==> src/cbq_pkg.sv <==
`timescale 1ns / 1ps
// ---------------------------------------------------------------------------
// Cascaded biquad IIR filter package
// Widths, register codes, sequencing constants and controller/datapath types.
// ---------------------------------------------------------------------------
package cbq_pkg;

   // Sizing
   localparam int MAX_SECTIONS = 8;
   localparam int COEF_WIDTH   = 20;
   localparam int SAMPLE_WIDTH = 16;
   localparam int FRAC_BITS    = 16;
   localparam int HIST_W       = 40;
   localparam int GAIN_RESET   = 1 << FRAC_BITS;   // 1.0 in Q4.16

   // Configuration register widths
   localparam int SEC_REG_W  = 4;
   localparam int SEL_REG_W  = 5;
   localparam int CSR_IDX_W  = 2;
   localparam int CSR_DATA_W = COEF_WIDTH;

   // Section and coefficient addressing
   localparam int SEC_IDX_W  = (MAX_SECTIONS > 1) ? $clog2(MAX_SECTIONS) : 1;
   localparam int SEC_CNT_W  = $clog2(MAX_SECTIONS + 1);
   localparam int COEF_IDX_W = SEC_IDX_W + 2;
   localparam int COEF_DEPTH = 4 * MAX_SECTIONS;

   // Multiplier and accumulator widths
   localparam int HH_W    = HIST_W - FRAC_BITS;
   localparam int MUL_B_W = (HH_W > SAMPLE_WIDTH) ? HH_W : SAMPLE_WIDTH;
   localparam int P_W     = COEF_WIDTH + MUL_B_W;
   localparam int TERM_W  = P_W + 1;
   localparam int ACC_W   = ((HIST_W > P_W) ? HIST_W : P_W) + 3;

   // Register indexes
   localparam logic [CSR_IDX_W-1:0] CSR_GAIN       = CSR_IDX_W'(0);
   localparam logic [CSR_IDX_W-1:0] CSR_SEC_COUNT  = CSR_IDX_W'(1);
   localparam logic [CSR_IDX_W-1:0] CSR_COEF_SEL   = CSR_IDX_W'(2);
   localparam logic [CSR_IDX_W-1:0] CSR_COEF_VALUE = CSR_IDX_W'(3);

   // Per-section step sequence: even steps multiply the low half of a history
   // word, odd steps the high half; accumulation trails by one product.
   localparam int                STEP_W      = 4;
   localparam logic [STEP_W-1:0] STEP_ACC_A1 = STEP_W'(2);
   localparam logic [STEP_W-1:0] STEP_ACC_A2 = STEP_W'(4);
   localparam logic [STEP_W-1:0] STEP_ACC_B1 = STEP_W'(6);
   localparam logic [STEP_W-1:0] STEP_LAST   = STEP_W'(8);

   typedef enum logic [1:0] {
      CTL_IDLE,
      CTL_GAIN,
      CTL_SECTION,
      CTL_FINISH
   } ctl_state_type;

   typedef enum logic [1:0] {
      MUL_NONE,
      MUL_GAIN,
      MUL_LO,
      MUL_HI
   } mul_src_type;

   typedef enum logic [2:0] {
      ACC_HOLD,
      ACC_LOAD_GAIN,
      ACC_SUB,
      ACC_SUB_SAT_T,
      ACC_ADD,
      ACC_ADD_SAT_Y
   } acc_op_type;

   typedef struct packed {
      mul_src_type          mul_src;
      logic [1:0]           coef_k;
      acc_op_type           acc_op;
      logic [SEC_IDX_W-1:0] sec;
      logic                 flag_clr;
      logic                 out_load;
   } dp_cmd_type;

   typedef struct packed {
      logic [SEC_CNT_W-1:0] n_sections;
   } dp_sts_type;

endpackage

==> src/cbq_datapath.sv <==
`timescale 1ns / 1ps
// ---------------------------------------------------------------------------
// Cascaded biquad datapath
// Configuration registers, coefficient and history storage, one shared
// multiplier, accumulator with 40-bit saturation and the output register.
// ---------------------------------------------------------------------------
module cbq_datapath
   import cbq_pkg::*;
(
   input  logic                           clock,
   input  logic                           reset,
   input  logic                           csr_we,
   input  logic [CSR_IDX_W-1:0]           csr_index,
   input  logic [CSR_DATA_W-1:0]          csr_data,
   input  logic signed [SAMPLE_WIDTH-1:0] req_sample_in,
   input  dp_cmd_type                     cmd,
   output dp_sts_type                     sts,
   output logic signed [SAMPLE_WIDTH-1:0] rsp_sample_out,
   output logic                           rsp_saturated
);

   logic signed [COEF_WIDTH-1:0]   gain_ff;
   logic [SEC_REG_W-1:0]           sec_count_ff;
   logic [SEL_REG_W-1:0]           coef_sel_ff;
   logic signed [COEF_WIDTH-1:0]   coef_mem [COEF_DEPTH];
   logic signed [HIST_W-1:0]       w0_mem [MAX_SECTIONS];
   logic signed [HIST_W-1:0]       w1_mem [MAX_SECTIONS];

   logic signed [P_W-1:0]          plo_ff;
   logic signed [P_W-1:0]          phi_ff;
   logic signed [ACC_W-1:0]        acc_ff;
   logic signed [ACC_W-1:0]        acc_in;
   logic signed [HIST_W-1:0]       t_ff;
   logic                           flag_ff;
   logic signed [SAMPLE_WIDTH-1:0] out_ff;
   logic                           out_sat_ff;

   logic [COEF_IDX_W-1:0]          coef_addr;
   logic signed [HIST_W-1:0]       hist_rd;
   logic signed [HH_W-1:0]         hist_hi;
   logic [FRAC_BITS-1:0]           hist_lo;
   logic signed [COEF_WIDTH-1:0]   mul_a;
   logic signed [MUL_B_W-1:0]      mul_b;
   logic signed [P_W-1:0]          prod;
   logic signed [TERM_W-1:0]       term;
   logic signed [ACC_W-1:0]        sum_add;
   logic signed [ACC_W-1:0]        sum_sub;
   logic signed [ACC_W-1:0]        sat_src;
   logic signed [HIST_W-1:0]       sat_val;
   logic                           sat_ovf;
   logic                           sat_op;
   logic signed [HIST_W-1:0]       y_hist;
   logic signed [HIST_W-1:0]       y_shift;
   logic signed [SAMPLE_WIDTH-1:0] out_val;
   logic                           out_ovf;

   // Configuration registers and coefficient table
   always_ff @(posedge clock) begin
      if (reset) begin
         gain_ff      <= COEF_WIDTH'(GAIN_RESET);
         sec_count_ff <= '0;
         coef_sel_ff  <= '0;
         for (int i = 0; i < COEF_DEPTH; i++) begin
            coef_mem[i] <= '0;
         end
      end else if (csr_we) begin
         unique case (csr_index)
            CSR_GAIN:       gain_ff      <= csr_data[COEF_WIDTH-1:0];
            CSR_SEC_COUNT:  sec_count_ff <= csr_data[SEC_REG_W-1:0];
            CSR_COEF_SEL:   coef_sel_ff  <= csr_data[SEL_REG_W-1:0];
            CSR_COEF_VALUE: begin
               // entries past the table are dropped
               if (int'(coef_sel_ff) < COEF_DEPTH) begin
                  coef_mem[COEF_IDX_W'(coef_sel_ff)] <= csr_data[COEF_WIDTH-1:0];
               end
            end
            default: ;
         endcase
      end
   end

   // Sections in use, clamped to the table size
   always_comb begin
      if (int'(sec_count_ff) > MAX_SECTIONS) begin
         sts.n_sections = SEC_CNT_W'(MAX_SECTIONS);
      end else begin
         sts.n_sections = SEC_CNT_W'(sec_count_ff);
      end
   end

   // Operand selection: a1/b1 use w0, a2/b2 use w1
   assign coef_addr = {cmd.sec, cmd.coef_k};
   assign hist_rd   = cmd.coef_k[0] ? w1_mem[cmd.sec] : w0_mem[cmd.sec];
   assign hist_hi   = hist_rd[HIST_W-1:FRAC_BITS];
   assign hist_lo   = hist_rd[FRAC_BITS-1:0];

   always_comb begin
      mul_a = coef_mem[coef_addr];
      mul_b = MUL_B_W'(hist_hi);
      unique case (cmd.mul_src)
         MUL_GAIN: begin
            mul_a = gain_ff;
            mul_b = MUL_B_W'(req_sample_in);
         end
         MUL_LO:   mul_b = MUL_B_W'({1'b0, hist_lo});
         MUL_HI:   mul_b = MUL_B_W'(hist_hi);
         MUL_NONE: mul_b = MUL_B_W'(hist_hi);
         default:  mul_b = MUL_B_W'(hist_hi);
      endcase
   end

   assign prod = mul_a * mul_b;

   // Product registers: low-half partial and high-half (or gain) partial
   always_ff @(posedge clock) begin
      if (cmd.mul_src == MUL_LO) begin
         plo_ff <= prod;
      end
      if (cmd.mul_src == MUL_HI || cmd.mul_src == MUL_GAIN) begin
         phi_ff <= prod;
      end
   end

   // floor(c*h / 2^16) = c*hh + floor(c*hl / 2^16)
   assign term    = TERM_W'(phi_ff) + TERM_W'(plo_ff >>> FRAC_BITS);
   assign sum_add = acc_ff + ACC_W'(term);
   assign sum_sub = acc_ff - ACC_W'(term);

   // Saturation to the 40-bit history format
   always_comb begin
      unique case (cmd.acc_op)
         ACC_LOAD_GAIN:          sat_src = ACC_W'(phi_ff);
         ACC_SUB, ACC_SUB_SAT_T: sat_src = sum_sub;
         ACC_ADD, ACC_ADD_SAT_Y: sat_src = sum_add;
         ACC_HOLD:               sat_src = acc_ff;
         default:                sat_src = acc_ff;
      endcase
      sat_ovf = !((&sat_src[ACC_W-1:HIST_W-1]) || !(|sat_src[ACC_W-1:HIST_W-1]));
      if (sat_ovf) begin
         sat_val = sat_src[ACC_W-1] ? {1'b1, {(HIST_W-1){1'b0}}}
                                    : {1'b0, {(HIST_W-1){1'b1}}};
      end else begin
         sat_val = sat_src[HIST_W-1:0];
      end
      sat_op = (cmd.acc_op == ACC_LOAD_GAIN) || (cmd.acc_op == ACC_SUB_SAT_T) ||
               (cmd.acc_op == ACC_ADD_SAT_Y);
   end

   // Accumulator next value
   always_comb begin
      unique case (cmd.acc_op)
         ACC_SUB:                                     acc_in = sum_sub;
         ACC_ADD:                                     acc_in = sum_add;
         ACC_LOAD_GAIN, ACC_SUB_SAT_T, ACC_ADD_SAT_Y: acc_in = ACC_W'(sat_val);
         ACC_HOLD:                                    acc_in = acc_ff;
         default:                                     acc_in = acc_ff;
      endcase
   end

   always_ff @(posedge clock) begin
      acc_ff <= acc_in;
      if (cmd.acc_op == ACC_SUB_SAT_T) begin
         t_ff <= sat_val;
      end
      if (cmd.flag_clr) begin
         flag_ff <= 1'b0;
      end else if (sat_op && sat_ovf) begin
         flag_ff <= 1'b1;
      end
   end

   // History shift at the end of each section
   always_ff @(posedge clock) begin
      if (reset) begin
         for (int i = 0; i < MAX_SECTIONS; i++) begin
            w0_mem[i] <= '0;
            w1_mem[i] <= '0;
         end
      end else if (cmd.acc_op == ACC_ADD_SAT_Y) begin
         w1_mem[cmd.sec] <= w0_mem[cmd.sec];
         w0_mem[cmd.sec] <= t_ff;
      end
   end

   // Output: floor(y / 2^16), saturated to the sample width
   assign y_hist  = acc_ff[HIST_W-1:0];
   assign y_shift = y_hist >>> FRAC_BITS;

   always_comb begin
      out_ovf = !((&y_shift[HIST_W-1:SAMPLE_WIDTH-1]) ||
                  !(|y_shift[HIST_W-1:SAMPLE_WIDTH-1]));
      if (out_ovf) begin
         out_val = y_shift[HIST_W-1] ? {1'b1, {(SAMPLE_WIDTH-1){1'b0}}}
                                     : {1'b0, {(SAMPLE_WIDTH-1){1'b1}}};
      end else begin
         out_val = y_shift[SAMPLE_WIDTH-1:0];
      end
   end

   always_ff @(posedge clock) begin
      if (cmd.out_load) begin
         out_ff     <= out_val;
         out_sat_ff <= flag_ff | out_ovf;
      end
   end

   assign rsp_sample_out = out_ff;
   assign rsp_saturated  = out_sat_ff;

endmodule

==> src/cbq_ctrl.sv <==
`timescale 1ns / 1ps
// ---------------------------------------------------------------------------
// Cascaded biquad controller
// Sequences the gain multiply, nine steps per section and the result
// handoff; owns the request ready and the response valid.
// ---------------------------------------------------------------------------
module cbq_ctrl
   import cbq_pkg::*;
(
   input  logic       clock,
   input  logic       reset,
   input  logic       req_valid,
   output logic       req_ready,
   output logic       rsp_valid,
   input  logic       rsp_ready,
   input  dp_sts_type sts,
   output dp_cmd_type cmd
);

   ctl_state_type        state_ff;
   ctl_state_type        state_in;
   logic [SEC_CNT_W-1:0] sec_ff;
   logic [STEP_W-1:0]    step_ff;
   logic                 rsp_valid_ff;
   logic                 last_sec;
   logic                 out_free;

   assign last_sec = (sec_ff + SEC_CNT_W'(1)) == sts.n_sections;
   assign out_free = !rsp_valid_ff || rsp_ready;

   // Next state
   always_comb begin
      state_in = state_ff;
      unique case (state_ff)
         CTL_IDLE: begin
            if (req_valid) begin
               state_in = CTL_GAIN;
            end
         end
         CTL_GAIN: begin
            if (sts.n_sections == '0) begin
               state_in = CTL_FINISH;
            end else begin
               state_in = CTL_SECTION;
            end
         end
         CTL_SECTION: begin
            if (step_ff == STEP_LAST && last_sec) begin
               state_in = CTL_FINISH;
            end
         end
         CTL_FINISH: begin
            if (out_free) begin
               state_in = CTL_IDLE;
            end
         end
         default: state_in = CTL_IDLE;
      endcase
   end

   // Outputs and datapath commands
   always_comb begin
      cmd       = '0;
      cmd.sec   = sec_ff[SEC_IDX_W-1:0];
      req_ready = 1'b0;
      unique case (state_ff)
         CTL_IDLE: begin
            req_ready = 1'b1;
            if (req_valid) begin
               cmd.mul_src  = MUL_GAIN;
               cmd.flag_clr = 1'b1;
            end
         end
         CTL_GAIN: begin
            cmd.acc_op = ACC_LOAD_GAIN;
         end
         CTL_SECTION: begin
            cmd.coef_k = step_ff[2:1];
            if (step_ff != STEP_LAST) begin
               cmd.mul_src = step_ff[0] ? MUL_HI : MUL_LO;
            end
            unique case (step_ff)
               STEP_ACC_A1: cmd.acc_op = ACC_SUB;
               STEP_ACC_A2: cmd.acc_op = ACC_SUB_SAT_T;
               STEP_ACC_B1: cmd.acc_op = ACC_ADD;
               STEP_LAST:   cmd.acc_op = ACC_ADD_SAT_Y;
               default:     cmd.acc_op = ACC_HOLD;
            endcase
         end
         CTL_FINISH: begin
            cmd.out_load = out_free;
         end
         default: ;
      endcase
   end

   // State, section and step counters
   always_ff @(posedge clock) begin
      if (reset) begin
         state_ff <= CTL_IDLE;
         sec_ff   <= '0;
         step_ff  <= '0;
      end else begin
         state_ff <= state_in;
         if (state_ff == CTL_GAIN) begin
            sec_ff  <= '0;
            step_ff <= '0;
         end else if (state_ff == CTL_SECTION) begin
            if (step_ff == STEP_LAST) begin
               step_ff <= '0;
               sec_ff  <= sec_ff + SEC_CNT_W'(1);
            end else begin
               step_ff <= step_ff + STEP_W'(1);
            end
         end
      end
   end

   // Response valid: set on load, cleared when taken
   always_ff @(posedge clock) begin
      if (reset) begin
         rsp_valid_ff <= 1'b0;
      end else if (cmd.out_load) begin
         rsp_valid_ff <= 1'b1;
      end else if (rsp_ready) begin
         rsp_valid_ff <= 1'b0;
      end
   end

   assign rsp_valid = rsp_valid_ff;

endmodule

==> src/cascaded_biquad_iir_filter.sv <==
`timescale 1ns / 1ps
// A sample is taken only while the filter is idle, and the work for each
// sample grows with the number of sections in use (clamped to 8). The pace
// is set by the single shared multiplier: each section needs four
// coefficient*history products, each split into two partial products taken
// one after the other, plus a step to close out the section. The finished
// result sits in an output register, so a new sample can be taken while
// the previous result waits on rsp_ready. Configuration writes are taken
// every cycle; keeping them to idle periods is up to the user, as the
// block itself does not enforce it.
// ---------------------------------------------------------------------------
// Cascaded biquad IIR filter, top level
// Gain stage followed by up to eight direct-form-II second-order sections.
// ---------------------------------------------------------------------------
module cascaded_biquad_iir_filter
   import cbq_pkg::*;
(
   input  logic                           clock,
   input  logic                           reset,
   input  logic                           req_valid,
   output logic                           req_ready,
   input  logic signed [SAMPLE_WIDTH-1:0] req_sample_in,
   output logic                           rsp_valid,
   input  logic                           rsp_ready,
   output logic signed [SAMPLE_WIDTH-1:0] rsp_sample_out,
   output logic                           rsp_saturated,
   input  logic                           csr_valid,
   output logic                           csr_ready,
   input  logic [CSR_IDX_W-1:0]           csr_index,
   input  logic [CSR_DATA_W-1:0]          csr_data
);

   dp_cmd_type cmd;
   dp_sts_type sts;

   // Register writes are always accepted; csr_ready is tied high
   assign csr_ready = 1'b1;

   cbq_ctrl u_ctrl (
      .clock     (clock),
      .reset     (reset),
      .req_valid (req_valid),
      .req_ready (req_ready),
      .rsp_valid (rsp_valid),
      .rsp_ready (rsp_ready),
      .sts       (sts),
      .cmd       (cmd)
   );

   cbq_datapath u_datapath (
      .clock          (clock),
      .reset          (reset),
      .csr_we         (csr_valid),
      .csr_index      (csr_index),
      .csr_data       (csr_data),
      .req_sample_in  (req_sample_in),
      .cmd            (cmd),
      .sts            (sts),
      .rsp_sample_out (rsp_sample_out),
      .rsp_saturated  (rsp_saturated)
   );

endmodule

==> config.mk <==
export PLATFORM = sky130hd
export DESIGN_NAME = cascaded_biquad_iir_filter
export DESIGN_NICKNAME = d
export VERILOG_FILES = /design/src/cbq_pkg.sv /design/src/cbq_datapath.sv /design/src/cbq_ctrl.sv /design/src/cascaded_biquad_iir_filter.sv
export SDC_FILE = /design/constraint.sdc
export NUM_CORES = 2
export LEC_CHECK = 0
export BUFFER_PORTS_ARGS = -buffer_cell sky130_fd_sc_hd__buf_4
export CORE_MARGIN = 2
export CORE_UTILIZATION = 26
export DETAILED_ROUTE_END_ITERATION = 12
export HOLD_SLACK_MARGIN = 0.08
export PLACE_DENSITY = 0.48
export SLEW_MARGIN = 20
export SYNTH_ARGS = -nofsm -noshare
export SYNTH_HDL_FRONTEND = slang
export SYNTH_SLANG_ARGS = --single-unit
export TNS_END_PERCENT = 5
==> constraint.sdc <==
create_clock -name clock -period 22.2 [get_ports clock]
set_input_delay 5.55 -clock clock [delete_from_list [all_inputs] [get_ports clock]]
set_output_delay 5.55 -clock clock [all_outputs]
set_load 0.01 [all_outputs]
## Word-level counts from Yosys, hierarchy flattened

Memory sizes are Yosys's and may differ from the RTL's. A register that Yosys moved wholly into a read port is not among the register bits.
Cells that the tools add are included.

| operators by class | value |
|---|---|
| add/subtract/negate cells | 5 |
| $mul | 1 |
| $lt $le $gt $ge | 1 |
| equal/unequal tests | 23 |
| muxes and demuxes | 51 |
| bitwise logic cells | 1 |
| reductions and logical operators | 36 |

Operators with widths:

| cell | number |
|---|---|
| 47-bit case mux with 3 select lines | 2 |
| 40-bit 2-to-1 mux | 5 |
| 40-bit OR reduction | 2 |
| 24-bit case mux with 3 select lines | 1 |
| 47-bit by 45-bit adder with 47-bit output | 1 |
| 47-bit by 45-bit subtractor with 47-bit output | 1 |
| 44-bit by 28-bit adder with 45-bit output | 1 |
| 20-bit by 24-bit multiplier with 44-bit output | 1 |
| 20-bit 2-to-1 mux | 2 |
| 16-bit 2-to-1 mux | 2 |
| 1-bit 2-to-1 mux | 21 |
| 20-bit OR reduction | 1 |
| 3-bit 2-to-1 mux | 6 |
| 2-bit equality test (second input constant) | 6 |
| 3-bit case mux with 4 select lines | 1 |
| 2-bit 2-to-1 mux | 5 |
| 9-bit AND reduction | 1 |
| 9-bit OR reduction | 1 |
| 4-bit by 1-bit adder with 4-bit output (second input constant) | 2 |
| 4-bit by 3-bit equality test with 1-bit output (second input constant) | 2 |
| 4-bit 2-to-1 mux | 2 |
| 2-bit case mux with 4 select lines | 1 |
| 2-bit AND reduction | 4 |
| 8-bit AND reduction | 1 |
| other kinds (26) | 46 |

| word-level totals | value |
|---|---|
| register bits | 233 |
| RAM bits | 1280 |
| output and inout bits | 20 |
| word-level logic and storage cells | 135 |
| memories | 3 |

Memory list:

| name | words | width | rd ports | clocked after Yosys merged registers in | wr ports | RTL line | source |
|---|---|---|---|---|---|---|---|
| u_datapath.coef_mem | 32 | 20 | 1 | 0 | 32 | cbq_datapath.sv:25 | `logic signed [COEF_WIDTH-1:0] coef_mem [COEF_DEPTH];` |
| u_datapath.w0_mem | 8 | 40 | 1 | 1 | 8 | cbq_datapath.sv:26 | `logic signed [HIST_W-1:0] w0_mem [MAX_SECTIONS];` |
| u_datapath.w1_mem | 8 | 40 | 1 | 1 | 8 | cbq_datapath.sv:27 | `logic signed [HIST_W-1:0] w1_mem [MAX_SECTIONS];` |

## Longest topological paths before layout

| logic depth | value |
|---|---|
| depth after elaboration | 11 |
| depth in mapped cells | 47 |

## Cells and area by module

From an unflattened synthesis, not the netlist that was laid out.

| second synthesis, totals | value |
|---|---|
| cells, all modules | 8116 |
| area, all modules | 92511.2 um^2 |

Modules (own cells, without submodules):

| module | instances | cells each | area each (um^2) | seq. area each (um^2) |
|---|---|---|---|---|
| cbq_datapath | 1 | 8017 | 91700.4 | 44322.5 |
| cbq_ctrl | 1 | 97 | 799.5 | 220.2 |
| cascaded_biquad_iir_filter | 1 | 2 | 11.3 | 0.0 |

## Least setup slack after synthesis

OpenSTA, ideal clock, no wires.

| timing path | value |
|---|---|
| path kind | input to register |
| from | input port req_valid |
| to | register u_datapath.phi_ff[42] (data pin) |
| setup time | 0.262 ns |
| arrival | 14.586 ns |
| data required time | 21.938 ns |
| slack | 7.351 ns |
| stages on the path | 35 |
| path buffers | 4 |
| path through | nand2_1 and2_1 inv_1 ha_1 clkbuf_1 clkbuf_1 clkbuf_1 nor2_1 a21oi_1 clkbuf_1 nor2_1 fa_1 inv_1 fa_1 fa_1 inv_1 fa_1 fa_1 fa_1 inv_1 fa_1 inv_1 ha_1 a21o_1 a21o_1 a21oi_1 nor3b_1 o211ai_1 a311o_1 a21o_1 a21o_1 a311oi_1 o21ai_0 a21oi_1 xnor2_1 |

| on the way | value |
|---|---|
| cells in the longest elaborated chain, start to end | 6 |
| elaborated cells between the ends (all ways) | 10 |

RTL lines:

| item | RTL line | source |
|---|---|---|
| start: declaration | cascaded_biquad_iir_filter.sv:20 | `input logic req_valid,` |
| 1-bit 2-to-1 mux (*) | cbq_ctrl.sv:69 | `if (req_valid) begin` |
| 2-bit case mux with 2 select lines (*) | cbq_ctrl.sv:66 | `unique case (state_ff)` |
| 2-bit equality test or 2-bit logical NOT (tied branches) | cbq_datapath.sv:100 | `unique case (cmd.mul_src)` |
| 2-bit OR reduction (no line) | -- |  |
| 24-bit case mux with 3 select lines | cbq_datapath.sv:100 |  |
| 20-bit by 24-bit multiplier with 44-bit output (*) | cbq_datapath.sv:112 | `assign prod = mul_a * mul_b;` |
| via u_datapath.prod[42] | cbq_datapath.sv:44 | `logic signed [P_W-1:0] prod;` |
| end signal: assignment | cbq_datapath.sv:120 | `phi_ff <= prod;` |
| end: declaration | cbq_datapath.sv:30 | `logic signed [P_W-1:0] phi_ff;` |

The timed path passes the listed nets; every way through them passes the cells marked *.
A chain may end at the register's enable or synchronous reset.

## Worst setup path after layout

Ends and elaborated chain as after synthesis.

==> metrics <==
Via Count 65900; cell repeated most along the worst path fa_1; synthesis warning total 0; startpoint type of the worst setup path input port; final WL roughly 320 mm; run status completed; setup repair after global routing missed its margin false; deepest clock path buffer count 4; Inserted Clock Buffers 177; floorplan die area 0.366 mm2; final number of setup-violating endpoints 0; synthesized cell area roughly 0.094 mm2; Hold Crit Class flip-flop to flip-flop; final standard cell count with taps included and fillers excluded approximately 13000; highest clock frequency the design can meet 64.9 MHz; clock skew after layout slightly above 100 ps; Cells after Synth 8499; share of final-layout standard cells stronger than drive strength 1 under 10%; standard-cell rows 220; antenna violations before repair 21; leading cell type in the layout, fill and taps excluded edfxtp_1; grt total ovfl 0; clock latency at the later pin of the worst-skew pair approximately 900 ps; share of the clock period used by the worst path around 70%; Core Area 0.359 mm2; Max stage delay on crit path ~850 ps; routed vias/inst 4.98; Post-layout nets 9125; normalized max-slew margin about 21%; pin count of the biggest net entering global routing ~100; setup TNS after final layout 0 ps; Clock transition at path regs 60 ps; startpoint of the most critical setup path req_valid; fraction of synthesis flops using an asynchronous set or reset pin 0%; required time worst endpoint 22740 ps; Routed WL per cell around 24 um; Area growth syn-to-layout 12.4%; commonest non-fill, non-tap cells in the layout 1456 x edfxtp_1, 1077 x and2_1, 751 x nand2_1; Post-synth EDFFs 1456; data arrival time of the critical path 15960 ps; initial core utilization a little over a quarter; clock sink count 1500; most used flip-flop cell after synthesis edfxtp_1; sequential fraction of the synthesis area 47.5%; number of buffers added to fix hold violations after cts 0; chip height just over 600 um; vias in the first global route 66300; quantity of gates resized following cts 0; number of routed nets with antenna violations 0; GPL Wtd Cong a little over 0.9; worst hold margin about 460 ps; DPL Wire Length 211 mm; max-cap viol count 0; critical-path maximum fanout 45; clock root buffer master clkbuf_16; Slowest-stage cell, CP o21ai_1; H-tree depth 4; Mean Syn Cell Area 11.0 um2; Hold Startpoint u_datapath.gain_ff[14]; Critical Path End Type flip-flop; post-CTS setup-driven buffer insertion count 0; FF-to-FF Start u_ctrl.state_ff[0]; count of buffers from port buffering 61; die extent in x just over 600 um; FF+latch count, synth 1500; number of iterations in the first detailed-routing pass 6; global-route wire length before repair roughly 470 mm; CTS tree built; count of pins on the block boundary 63; Post-route DRC 0; final number of max-transition violations 0; pin slew with the least headroom to its limit ~1200 ps; GRT Resource Usage Total between 15 and 20%; start-to-end type of the worst setup path input port to flip-flop; number of hold violations in the final report 0; final critical-path required period 15410 ps; nets in the synthesized netlist 9301; number of cells in the design after placement 12900; Cell variety after synth 89; drt first-iter violations 6382
-- flip-flops by register name, summed over array words and instances, names as in the netlist, 2 cells and up, named ones only --
signal                     cells
u_ctrl.sec_ff                  4
u_ctrl.state_ff                2
u_ctrl.step_ff                 4
u_datapath.acc_ff             47
u_datapath.coef_mem          640
u_datapath.coef_sel_ff         5
u_datapath.gain_ff            20
u_datapath.phi_ff             44
u_datapath.plo_ff             28
u_datapath.rsp_sample_out     16
u_datapath.sec_count_ff        4
u_datapath.t_ff               40
u_datapath.w0_mem            320
u_datapath.w1_mem            320
-- cells in the mapped netlist (all sizes together), types with 179 or more instances --
cell type	number	area share (%)
edfxtp	1456	47
a21oi	295	1.6
ha	263	3.5
a31oi	179	1.2
nand2	753	3.0
fa	496	11
a211oi	202	1.6
inv	716	2.9
and2	1080	7.2
nor2	730	2.9
clkbuf	503	2.0
-- worst max-delay path, delay by kind of cell --
| family | cells | cell delay [ps] |
|---|---|---|
| AOI/OAI and AO/OA | 12 | 3800 |
| buffers and inverters | 8 | 1250 |
| xor gates and xnor gates | 1 | 120 |
| and+or+nand+nor | 4 | 550 |
| adders and majority gates | 9 | 4580 |
-- layer usage --
layer	up-vias	part of all wire (%)	wire length, um	track usage [%]
li1	29200	-	-	-
met5	-	0.023	76	0
met4	12	3.1	10100	4.93
met3	472	6.1	19800	2.37
met1	33900	43	139000	23.1
met2	2342	48	155000	29.0
-- area by class of cell --
type                    instances  area, um2
clock inverters                82        876
diodes                         11       27.5
well taps                    4773       5970
flip-flops and latches       1500      44600
repair buffers                235       1810
inverters                     720       2710
multi-input cells            5689      44800
fillers                     36800     254000
clock buffers                 228       4690
-- per-stage QoR --
stage | utilization (%) | setup WS, ps | cell area [um2]
after floorplan | - | 7350 | 93900
after global placement | 27.8 | 6060 | 99800
after detailed placement | 27.8 | 6020 | 99900
after CTS | 29.4 | 6920 | 105000
after global routing | 29.4 | 6200 | 106000
final | 29.4 | 6790 | 106000
-- cell families (layout without fill, tap and decap cells) --
kind of cell             after synthesis  in the layout  synth area share, %
multiplexers                         245            245                 4.75
AND/OR/NAND/NOR                     3111           3111                 16.8
flip-flops                          1500           1500                 47.5
buffers and inverters               1310           1265                 5.28
other                                  1             12              0.00399
AO/OA/AOI/OAI                       1418           1418                 10.1
adder cells (fa/ha/maj)              759            759                 14.1
XOR/XNOR                             155            155                 1.45
-- path summary, 6_finish.rpt --
kind	end	slack [ps]	cells past startpoint
worst max register to register	u_datapath.phi_ff[42]	9330	37
worst min-delay path	u_datapath.gain_ff[14]	460	2
worst max-delay path	u_datapath.phi_ff[42]	6790	34
worst min register to register	u_datapath.gain_ff[14]	460	2
Power is not shown: default switching activity piles up to over one toggle a cycle in this logic, so the estimate is an artifact.
